===== config.mk =====
export PLATFORM = sky130hd
export DESIGN_NAME = sensor_range_clamp_iir_filter_core
export DESIGN_NICKNAME = d
export VERILOG_FILES = /design/src/rtl/srcif_pkg.sv /design/src/rtl/srcif_front.sv /design/src/rtl/srcif_queue.sv /design/src/rtl/srcif_back.sv /design/src/rtl/sensor_range_clamp_iir_filter_core.sv
export SDC_FILE = /design/constraint.sdc
export NUM_CORES = 2
export LEC_CHECK = 0
export BUFFER_PORTS_ARGS = -buffer_cell sky130_fd_sc_hd__buf_2
export CORE_AREA = 2 2 242 244
export DETAILED_ROUTE_END_ITERATION = 6
export DIE_AREA = 0 0 244 246
export PLACE_DENSITY_LB_ADDON = 0.05
export SETUP_SLACK_MARGIN = 0.05
export SKIP_LAST_GASP = 1
export SYNTH_ARGS = -nofsm -noshare
export SYNTH_HDL_FRONTEND = slang
export SYNTH_SLANG_ARGS = --single-unit

===== constraint.sdc =====
create_clock -name clk -period 9 [get_ports clk]
set_input_delay 1.35 -clock clk [delete_from_list [all_inputs] [get_ports clk]]
set_output_delay 1.35 -clock clk [all_outputs]
set_load 0.005 [all_outputs]

===== src/rtl/srcif_pkg.sv =====
`default_nettype none
// ---------------------------------------------------------------------------
// srcif_pkg
// shared widths, register codes, limit tables and queue entry type for the
// sensor range clamp / iir filter core
// ---------------------------------------------------------------------------
package srcif_pkg;

  localparam int CH_W          = 4;
  localparam int RAW_W         = 24;
  localparam int HIST_W        = 18;
  localparam int CNT_W         = 32;
  localparam int ALPHA_W       = 8;
  localparam int EN_W          = 12;
  localparam int MAX_CHANNELS  = 16;
  localparam int NUM_CHANNELS_DEF = 12;
  localparam int CFG_IDX_W     = 2;
  localparam int CFG_DATA_W    = 12;
  localparam int QUEUE_DEPTH   = 2;

  // datapath widths: |weighted sum| stays below 2**27
  localparam int PROD_W        = ALPHA_W + 1 + HIST_W;
  localparam int SUM_W         = PROD_W + 1;
  localparam int MAG_W         = SUM_W;
  localparam int DIV_STEPS     = MAG_W / 2;

  localparam int HIST_MAX_I    = (1 << (HIST_W - 1)) - 1;
  localparam int HIST_MIN_I    = -(1 << (HIST_W - 1));

  // configuration register indexes
  localparam logic [CFG_IDX_W-1:0] REG_ALPHA_NUM = 2'd0;
  localparam logic [CFG_IDX_W-1:0] REG_ALPHA_DEN = 2'd1;
  localparam logic [CFG_IDX_W-1:0] REG_CH_ENABLE = 2'd2;

  localparam logic [ALPHA_W-1:0] ALPHA_NUM_RST = 8'd1;
  localparam logic [ALPHA_W-1:0] ALPHA_DEN_RST = 8'd10;
  localparam logic [EN_W-1:0]    CH_ENABLE_RST = 12'd7;

  typedef logic signed [HIST_W-1:0] hist_t;

  // one classified reading, front to back
  typedef struct packed {
    logic [CH_W-1:0] channel;
    hist_t           clamped;
    logic            ok;
    logic            last;
    logic            enabled;
    logic            in_range;
    logic            in_table;
  } item_t;

  function automatic hist_t lo_limit(input logic [CH_W-1:0] ch);
    hist_t v;
    unique case (ch) inside
      4'd0:              v = -18'sd4000;
      4'd1:              v = 18'sd0;
      4'd2:              v = 18'sd3000;
      4'd3, 4'd4, 4'd5:  v = -18'sd10000;
      4'd6, 4'd7, 4'd8:  v = -18'sd25000;
      default:           v = -18'sd40000;
    endcase
    return v;
  endfunction

  function automatic hist_t hi_limit(input logic [CH_W-1:0] ch);
    hist_t v;
    unique case (ch) inside
      4'd0:              v = 18'sd8500;
      4'd1:              v = 18'sd10000;
      4'd2:              v = 18'sd11000;
      4'd3, 4'd4, 4'd5:  v = 18'sd10000;
      4'd6, 4'd7, 4'd8:  v = 18'sd25000;
      default:           v = 18'sd40000;
    endcase
    return v;
  endfunction

endpackage
`default_nettype wire


===== src/rtl/srcif_front.sv =====
`default_nettype none
// ---------------------------------------------------------------------------
// srcif_front
// accepts readings, checks channel enable and range, clamps into the queue
// ---------------------------------------------------------------------------
module srcif_front #(
  parameter int NUM_CHANNELS = srcif_pkg::NUM_CHANNELS_DEF
) (
  input  wire logic                          in_valid,
  output logic                               in_stall,
  input  wire logic [srcif_pkg::CH_W-1:0]    channel,
  input  wire logic signed [srcif_pkg::RAW_W-1:0] raw_sample,
  input  wire logic                          sensor_ok,
  input  wire logic                          last_in_cycle,
  input  wire logic [srcif_pkg::EN_W-1:0]    ch_enable,
  input  wire logic                          q_full,
  output logic                               q_push,
  output srcif_pkg::item_t                   q_item
);
  import srcif_pkg::*;

  logic [MAX_CHANNELS-1:0]  en_pad;
  hist_t                    lo;
  hist_t                    hi;
  logic signed [RAW_W-1:0]  lo_ext;
  logic signed [RAW_W-1:0]  hi_ext;
  logic                     below;
  logic                     above;
  logic                     in_table;

  assign en_pad   = {{(MAX_CHANNELS - EN_W){1'b0}}, ch_enable};
  assign in_table = {1'b0, channel} < (CH_W + 1)'(NUM_CHANNELS);
  assign lo       = lo_limit(channel);
  assign hi       = hi_limit(channel);
  assign lo_ext   = {{(RAW_W - HIST_W){lo[HIST_W-1]}}, lo};
  assign hi_ext   = {{(RAW_W - HIST_W){hi[HIST_W-1]}}, hi};
  assign below    = raw_sample < lo_ext;
  assign above    = raw_sample > hi_ext;

  assign in_stall = q_full;
  assign q_push   = in_valid & ~q_full;

  always_comb begin
    q_item.channel  = channel;
    q_item.ok       = sensor_ok;
    q_item.last     = last_in_cycle;
    q_item.in_table = in_table;
    q_item.enabled  = in_table & en_pad[channel];
    q_item.in_range = ~below & ~above;
    // limits fit the history width, so an in-range raw value does too
    if (below) begin
      q_item.clamped = lo;
    end else if (above) begin
      q_item.clamped = hi;
    end else begin
      q_item.clamped = raw_sample[HIST_W-1:0];
    end
  end

endmodule
`default_nettype wire


===== src/rtl/srcif_queue.sv =====
`default_nettype none
// ---------------------------------------------------------------------------
// srcif_queue
// short fifo of classified readings between front and back
// ---------------------------------------------------------------------------
module srcif_queue (
  input  wire logic        clk,
  input  wire logic        rst,
  input  wire logic        push,
  input  wire srcif_pkg::item_t push_item,
  output logic             full,
  input  wire logic        pop,
  output srcif_pkg::item_t pop_item,
  output logic             empty
);
  import srcif_pkg::*;

  localparam int PTR_W = (QUEUE_DEPTH > 1) ? $clog2(QUEUE_DEPTH) : 1;

  item_t            entries [QUEUE_DEPTH];
  logic [PTR_W-1:0] wr_ptr;
  logic [PTR_W-1:0] rd_ptr;
  logic [PTR_W:0]   count;

  assign full     = count == (PTR_W + 1)'(QUEUE_DEPTH);
  assign empty    = count == '0;
  assign pop_item = entries[rd_ptr];

  always_ff @(posedge clk) begin
    if (push) begin
      entries[wr_ptr] <= push_item;
    end
  end

  always_ff @(posedge clk) begin
    if (rst) begin
      wr_ptr <= '0;
      rd_ptr <= '0;
      count  <= '0;
    end else begin
      if (push) begin
        wr_ptr <= (wr_ptr == PTR_W'(QUEUE_DEPTH - 1)) ? '0 : wr_ptr + 1'b1;
      end
      if (pop) begin
        rd_ptr <= (rd_ptr == PTR_W'(QUEUE_DEPTH - 1)) ? '0 : rd_ptr + 1'b1;
      end
      if (push & ~pop) begin
        count <= count + 1'b1;
      end else if (pop & ~push) begin
        count <= count - 1'b1;
      end
    end
  end

endmodule
`default_nettype wire


===== src/rtl/srcif_back.sv =====
`default_nettype none
// ---------------------------------------------------------------------------
// srcif_back
// per-channel iir update: shared multiplier, 2-bit-per-cycle divider,
// channel state and the registered result beat
// ---------------------------------------------------------------------------
module srcif_back #(
  parameter int NUM_CHANNELS = srcif_pkg::NUM_CHANNELS_DEF
) (
  input  wire logic                          clk,
  input  wire logic                          rst,
  input  wire logic [srcif_pkg::ALPHA_W-1:0] coef_num,
  input  wire logic [srcif_pkg::ALPHA_W-1:0] coef_den,
  input  wire logic [srcif_pkg::EN_W-1:0]    ch_enable,
  input  wire logic                          q_empty,
  input  wire srcif_pkg::item_t              q_item,
  output logic                               q_pop,
  output logic                               out_valid,
  input  wire logic                          out_stall,
  output logic [srcif_pkg::CH_W-1:0]         out_channel,
  output logic signed [srcif_pkg::HIST_W-1:0] filtered_value,
  output logic                               reading_valid,
  output logic                               report_failure,
  output logic [srcif_pkg::CNT_W-1:0]        cycles_done,
  output logic                               all_ready
);
  import srcif_pkg::*;

  localparam int IDX_W  = (NUM_CHANNELS > 1) ? $clog2(NUM_CHANNELS) : 1;
  localparam int STEP_W = $clog2(DIV_STEPS);

  localparam logic [2:0] S_IDLE = 3'd0;
  localparam logic [2:0] S_MULA = 3'd1;
  localparam logic [2:0] S_MULB = 3'd2;
  localparam logic [2:0] S_SUM  = 3'd3;
  localparam logic [2:0] S_DIV  = 3'd4;
  localparam logic [2:0] S_DONE = 3'd5;

  logic [2:0]               state;
  item_t                    cur;
  logic signed [PROD_W-1:0] term_a;
  logic signed [PROD_W-1:0] term_b;
  logic                     neg;
  logic [MAG_W-1:0]         quo;
  logic [ALPHA_W-1:0]       rem;
  logic [STEP_W-1:0]        step;
  hist_t                    hist [NUM_CHANNELS];
  logic [NUM_CHANNELS-1:0]  valid;
  logic                     armed;
  logic [CNT_W-1:0]         counter;

  logic [IDX_W-1:0]          idx;
  logic signed [ALPHA_W:0]   mul_a;
  hist_t                     mul_b;
  logic signed [PROD_W-1:0]  product;
  logic signed [SUM_W-1:0]   sum_c;
  logic [ALPHA_W-1:0]        divisor;
  logic [ALPHA_W:0]          rs1;
  logic [ALPHA_W:0]          rs2;
  logic [ALPHA_W:0]          d1;
  logic [ALPHA_W:0]          d2;
  logic                      qb1;
  logic                      qb2;
  logic [ALPHA_W-1:0]        r1;
  logic [ALPHA_W-1:0]        r2;
  logic signed [SUM_W:0]     qs;
  hist_t                     hist_new;
  logic                      upd;
  logic                      fail;
  logic [NUM_CHANNELS-1:0]   valid_next;
  logic [MAX_CHANNELS-1:0]   en_pad;
  logic                      ready_c;
  logic                      commit;

  assign idx     = cur.in_table ? cur.channel[IDX_W-1:0] : '0;
  assign upd     = cur.enabled & cur.ok;
  assign fail    = cur.enabled & ~cur.ok;
  assign en_pad  = {{(MAX_CHANNELS - EN_W){1'b0}}, ch_enable};
  assign q_pop   = (state == S_IDLE) & ~q_empty;
  assign commit  = (state == S_DONE) & (~out_valid | ~out_stall);

  // shared multiplier: num * x, then (den - num) * prev
  assign mul_a   = (state == S_MULA) ? $signed({1'b0, coef_num})
                                     : $signed({1'b0, coef_den} - {1'b0, coef_num});
  assign mul_b   = (state == S_MULA) ? cur.clamped : hist[idx];
  assign product = mul_a * mul_b;

  assign sum_c   = SUM_W'(term_a) + SUM_W'(term_b)
                 + $signed({{(SUM_W - ALPHA_W + 1){1'b0}}, coef_den[ALPHA_W-1:1]});

  // zero denominator divides by one
  assign divisor = (coef_den == '0) ? ALPHA_W'(1) : coef_den;

  // two restoring division steps per cycle
  always_comb begin
    rs1 = {rem, quo[MAG_W-1]};
    d1  = rs1 - {1'b0, divisor};
    qb1 = rs1 >= {1'b0, divisor};
    r1  = qb1 ? d1[ALPHA_W-1:0] : rs1[ALPHA_W-1:0];
    rs2 = {r1, quo[MAG_W-2]};
    d2  = rs2 - {1'b0, divisor};
    qb2 = rs2 >= {1'b0, divisor};
    r2  = qb2 ? d2[ALPHA_W-1:0] : rs2[ALPHA_W-1:0];
  end

  // sign restore and saturation
  always_comb begin
    qs = neg ? -$signed({1'b0, quo}) : $signed({1'b0, quo});
    if (qs > (SUM_W + 1)'(HIST_MAX_I)) begin
      hist_new = hist_t'(HIST_MAX_I);
    end else if (qs < (SUM_W + 1)'(HIST_MIN_I)) begin
      hist_new = hist_t'(HIST_MIN_I);
    end else begin
      hist_new = qs[HIST_W-1:0];
    end
  end

  always_comb begin
    valid_next = valid;
    if (cur.enabled) begin
      valid_next[idx] = cur.ok & cur.in_range;
    end
    ready_c = 1'b1;
    for (int i = 0; i < NUM_CHANNELS; i++) begin
      if (en_pad[i] && !valid_next[i]) begin
        ready_c = 1'b0;
      end
    end
  end

  always_ff @(posedge clk) begin
    if (rst) begin
      state     <= S_IDLE;
      out_valid <= 1'b0;
      valid     <= '0;
      armed     <= 1'b1;
      counter   <= '0;
      for (int i = 0; i < NUM_CHANNELS; i++) begin
        hist[i] <= '0;
      end
    end else begin
      out_valid <= commit | (out_valid & out_stall);
      unique case (state)
        S_IDLE: begin
          if (!q_empty) begin
            state <= (q_item.enabled & q_item.ok) ? S_MULA : S_DONE;
          end
        end
        S_MULA: state <= S_MULB;
        S_MULB: state <= S_SUM;
        S_SUM:  state <= S_DIV;
        S_DIV: begin
          if (step == STEP_W'(DIV_STEPS - 1)) begin
            state <= S_DONE;
          end
        end
        S_DONE: begin
          if (commit) begin
            state <= S_IDLE;
            valid <= valid_next;
            if (upd) begin
              hist[idx] <= hist_new;
            end
            if (cur.last) begin
              counter <= counter + 1'b1;
              armed   <= 1'b1;
            end else if (fail) begin
              armed   <= 1'b0;
            end
          end
        end
        default: state <= S_IDLE;
      endcase
    end
  end

  // datapath and result registers
  always_ff @(posedge clk) begin
    if (q_pop) begin
      cur <= q_item;
    end
    if (state == S_MULA) begin
      term_a <= product;
    end
    if (state == S_MULB) begin
      term_b <= product;
    end
    if (state == S_SUM) begin
      neg  <= sum_c[SUM_W-1];
      quo  <= sum_c[SUM_W-1] ? MAG_W'(-sum_c) : MAG_W'(sum_c);
      rem  <= '0;
      step <= '0;
    end
    if (state == S_DIV) begin
      quo  <= {quo[MAG_W-3:0], qb1, qb2};
      rem  <= r2;
      step <= step + 1'b1;
    end
    if (commit) begin
      out_channel    <= cur.channel;
      filtered_value <= !cur.in_table ? '0 : (upd ? hist_new : hist[idx]);
      reading_valid  <= cur.in_table & valid_next[idx];
      report_failure <= fail & armed;
      cycles_done    <= cur.last ? counter + 1'b1 : counter;
      all_ready      <= ready_c;
    end
  end

endmodule
`default_nettype wire


===== src/rtl/sensor_range_clamp_iir_filter_core.sv =====
`default_nettype none
// path: a reading that skips the filter is popped and goes to the result register;
//   a filtered reading goes through pop, two multiplies, sum, divider and result;
//   output stalls add to both
// the back end works on one reading at a time, start to finish
// reset: histories and valid bits zero, failure report armed, counter zero,
//   alpha 1/10, channels 0..2 enabled; queue of 2 readings empty
// ---------------------------------------------------------------------------
// sensor_range_clamp_iir_filter_core
// per-channel range check, clamp and first-order iir smoothing of sensor
// readings, with poll cycle counting and failure reporting
// ---------------------------------------------------------------------------
module sensor_range_clamp_iir_filter_core #(
  parameter int NUM_CHANNELS = srcif_pkg::NUM_CHANNELS_DEF
) (
  input  wire logic                               clk,
  input  wire logic                               rst,
  // reading channel
  input  wire logic                               in_valid,
  output logic                                    in_stall,
  input  wire logic [srcif_pkg::CH_W-1:0]         channel,
  input  wire logic signed [srcif_pkg::RAW_W-1:0] raw_sample,
  input  wire logic                               sensor_ok,
  input  wire logic                               last_in_cycle,
  // result channel
  output logic                                    out_valid,
  input  wire logic                               out_stall,
  output logic [srcif_pkg::CH_W-1:0]              out_channel,
  output logic signed [srcif_pkg::HIST_W-1:0]     filtered_value,
  output logic                                    reading_valid,
  output logic                                    report_failure,
  output logic [srcif_pkg::CNT_W-1:0]             cycles_done,
  output logic                                    all_ready,
  // register write channel
  input  wire logic                               cfg_valid,
  output logic                                    cfg_ready,
  input  wire logic [srcif_pkg::CFG_IDX_W-1:0]    cfg_index,
  input  wire logic [srcif_pkg::CFG_DATA_W-1:0]   cfg_data
);
  import srcif_pkg::*;

  logic [ALPHA_W-1:0] coef_num;
  logic [ALPHA_W-1:0] coef_den;
  logic [EN_W-1:0]    ch_enable;

  logic  q_push;
  logic  q_full;
  logic  q_pop;
  logic  q_empty;
  item_t push_item;
  item_t pop_item;

  // register writes are always accepted and take effect at the accepting edge
  assign cfg_ready = 1'b1;

  always_ff @(posedge clk) begin
    if (rst) begin
      coef_num  <= ALPHA_NUM_RST;
      coef_den  <= ALPHA_DEN_RST;
      ch_enable <= CH_ENABLE_RST;
    end else if (cfg_valid && cfg_ready) begin
      unique case (cfg_index)
        REG_ALPHA_NUM: coef_num  <= cfg_data[ALPHA_W-1:0];
        REG_ALPHA_DEN: coef_den  <= cfg_data[ALPHA_W-1:0];
        REG_CH_ENABLE: ch_enable <= cfg_data[EN_W-1:0];
        default: ; // unused index, write dropped
      endcase
    end
  end

  // front: accept the beat, classify against enable and range table, clamp
  srcif_front #(
    .NUM_CHANNELS(NUM_CHANNELS)
  ) u_front (
    .in_valid      (in_valid),
    .in_stall      (in_stall),
    .channel       (channel),
    .raw_sample    (raw_sample),
    .sensor_ok     (sensor_ok),
    .last_in_cycle (last_in_cycle),
    .ch_enable     (ch_enable),
    .q_full        (q_full),
    .q_push        (q_push),
    .q_item        (push_item)
  );

  // decoupling queue so the front keeps taking beats while the back divides, until it is full
  srcif_queue u_queue (
    .clk       (clk),
    .rst       (rst),
    .push      (q_push),
    .push_item (push_item),
    .full      (q_full),
    .pop       (q_pop),
    .pop_item  (pop_item),
    .empty     (q_empty)
  );

  // back: filter arithmetic, channel state, result register
  srcif_back #(
    .NUM_CHANNELS(NUM_CHANNELS)
  ) u_back (
    .clk            (clk),
    .rst            (rst),
    .coef_num       (coef_num),
    .coef_den       (coef_den),
    .ch_enable      (ch_enable),
    .q_empty        (q_empty),
    .q_item         (pop_item),
    .q_pop          (q_pop),
    .out_valid      (out_valid),
    .out_stall      (out_stall),
    .out_channel    (out_channel),
    .filtered_value (filtered_value),
    .reading_valid  (reading_valid),
    .report_failure (report_failure),
    .cycles_done    (cycles_done),
    .all_ready      (all_ready)
  );

endmodule
`default_nettype wire


==> run metrics <==
Unique masters post-synth 83; Hold Buf Count CTS 0; Setup-failing EPs final 0; Largest stage delay, worst path ~1.0 ns; reg2reg start u_back.cur[0]; critical path arrival between 8 and 9 ns; most common cell after layout, fill and taps aside nor2_1; Core Area between 0.05 and 0.06 mm^2; Avg Synthesized Cell Area ~11 um^2; Setup TNS 0 ns; height of the die 246 um; Final Skew 0.0328 ns; vias in the first global route between 20k and 30k; RSZ-0062 raised after global routing false; fin nets about 3.7k; CP Cell Sequence buf_4, inv_1, nor2_4, nor2_1, a22oi_1, nand4_1, mux2i_1, nand2b_1, inv_1, fa_1, inv_1, fa_1, inv_1, fa_1, fa_1, ha_1, ha_1, and4_1, nand2_1, nand2_1, a211oi_1, o41ai_1, a21oi_1, xnor2_1; Area contributors post-synth edfxtp_1 44%, fa_1 8.2%, ha_1 5.9%, nor2_1 5.6%, dfxtp_1 4.6%; Yosys warning count 0; total grt overflow 0; CTS Sinks between 600 and 700; Initial Util 0.616; Row Count between 80 and 90; TritonRoute pass-1 iters 5; number of H-tree levels 2; Critical Path Sink Type register; drt drc 0; min Tclk post-route 8.24 ns; ys flop type edfxtp_1; number of max-cap violations 0; Worst setup SP type register; DR vias roughly 26k; Slew headroom 0.0655; I/O pins around 110; final hold violations 0; syn nets about 3.7k; CTS buffer count between 60 and 70; via/cell ratio between 6 and 7; register bit total from synthesis about 600; R2R Setup Slk around 0.76 ns; Buf/Inv on CP 5; die area about 0.06 mm^2; kind of critical path register to register; initial antenna violation count 7; DRT iter0 DRCs roughly 2.6k; first-pass GRT wire length about 150000 um; beginning of the critical path u_back.cur[0]; fraction of layout cells with a size suffix above 1 0.106; Post-CTS Repair Setup Buffers 0; most frequent cells in the layout 526 x nor2_1, 521 x edfxtp_1, 237 x nand2_1, 199 x inv_1, 167 x ha_1; Slew @ Worst Pin about 1.4 ns; Die Wd 244 um; GPL Wtd Cong 0.982; Post-synth EDFFs ~520; antenna-violating nets left 0; fin cells about 4.2k; max frequency 121 MHz; CTS clk-pin slew, worst paths 0.07 ns; crit path max fanout between 40 and 50; final wirelength between 90000 and 100000 um; Final Max Slew Viols 0; Detail Placement HPWL between 60000 and 70000 um; Crit-path slowest cell nor2_4; Worst Hold Class register to register; status complete, no violations; Mapped Cells around 3.3k; post-synth top area share 0.442; Crit path required time between 9 and 10 ns; Clk Latency, worst-skew pair roughly 0.66 ns; largest net degree at the start of global routing 83; Layout area overhead 9.55%; routed len/inst roughly 23 um; Post-synth ARST share 0; cell taking the most area after synthesis edfxtp_1; CTS tree built; Fill cells about 4.4k; cell family with most CP delay adder cells; fin util 0.675; Syn Std Cell Area about 0.035 mm^2; Root Buffer clkbuf_16; GRT Total Usage 0.319; PortBufs 107; Seq/Total Area, Yosys 0.489; Hold Path Origin ch_enable[4]; Tcrit/Tclk final 0.916; placed cells around 4.1k; Clock Path Buffers 3; post-CTS sizing 0
## state kept, by name, indices dropped and copies added, names as in the netlist, 18 cells and up, named ones only
register,flops
u_back.counter,32
u_back.cur,27
u_back.cycles_done,32
u_back.filtered_value,18
u_back.hist,288
u_back.quo,28
u_back.term_a,27
u_back.term_b,27
u_queue.entries,54
## final cells by class
cell class	count	area (um^2)	share of cell area
Sequential cell	603	17300	0.446
Multi-Input combinational cell	2333	16700	0.430
Clock buffer	82	1710	0.0440
Timing Repair Buffer	171	1020	0.0263
Tap cell	765	957	0.0247
Inverter	206	774	0.0200
Clock inverter	34	320	0.00827
Antenna cell	4	10.0	0.000258
## worst min-delay path, delay by kind of cell (launching register included)
family / cells / cell delay, ns
flops: 1 / 0.32
compound gates: 1 / 0.05
simple gates: 1 / 0.06
## worst paths after layout
kind	depth (start not counted)	end
min	2	ch_enable[4]
max reg2reg	24	u_back.term_a[25]
max	24	u_back.term_a[25]
min reg2reg	2	ch_enable[4]
## cells by family after synthesis
kind of cell    count (synthesis)  share of synthesized area
fa+ha+maj                     311                      0.141
simple gates                 1129                      0.145
buf+inv                       376                     0.0408
flops                         603                      0.489
other cells                     1                   0.000106
xor+xnor                      172                     0.0426
mux                           100                     0.0320
compound gates                620                      0.110
## layer usage
metal  track usage  vias to the layer above  wire, um
met5             0                        -         0
met4         0.106                        0      3260
met3        0.0705                      209      9400
met2         0.505                     1290     43300
met1         0.439                    12709     39000
li1              -                    11896         -
## Yosys cell counts, types with 21 or more instances
master    count
edfxtp_1    521
a211oi_1     21
xor2_1       83
xnor2_1      89
nand2b_1     56
fa_1        144
ha_1        167
a21o_1       31
nor2b_1      34
nand2_1     237
a21oi_1     157
mux2_2       44
a22oi_1      21
inv_1       201
o211ai_1     21
mux2i_1      50
and3_1       26
nand3_1      59
o21ai_0     137
nand4_1      42
dfxtp_1      82
o21a_1       25
nor2_1      528
clkbuf_1    139
nor3_1       42
o22ai_1      98
## stage by stage
| step | hold WS [ns] | worst slack (ns) | cell area, um^2 |
|---|---|---|---|
| after floorplan | 0.424 | 1.93 | 35400 |
| after global placement | 0.464 | 1.12 | 36700 |
| after detailed placement | 0.471 | 0.838 | 36700 |
| after CTS | 0.483 | 0.847 | 38700 |
| after global routing | 0.508 | 0.305 | 38700 |
| final | 0.481 | 0.760 | 38700 |
Power is left out: the tool's default activity adds up to more than one toggle a clock period on the data nets, which glitch-free logic cannot reach.
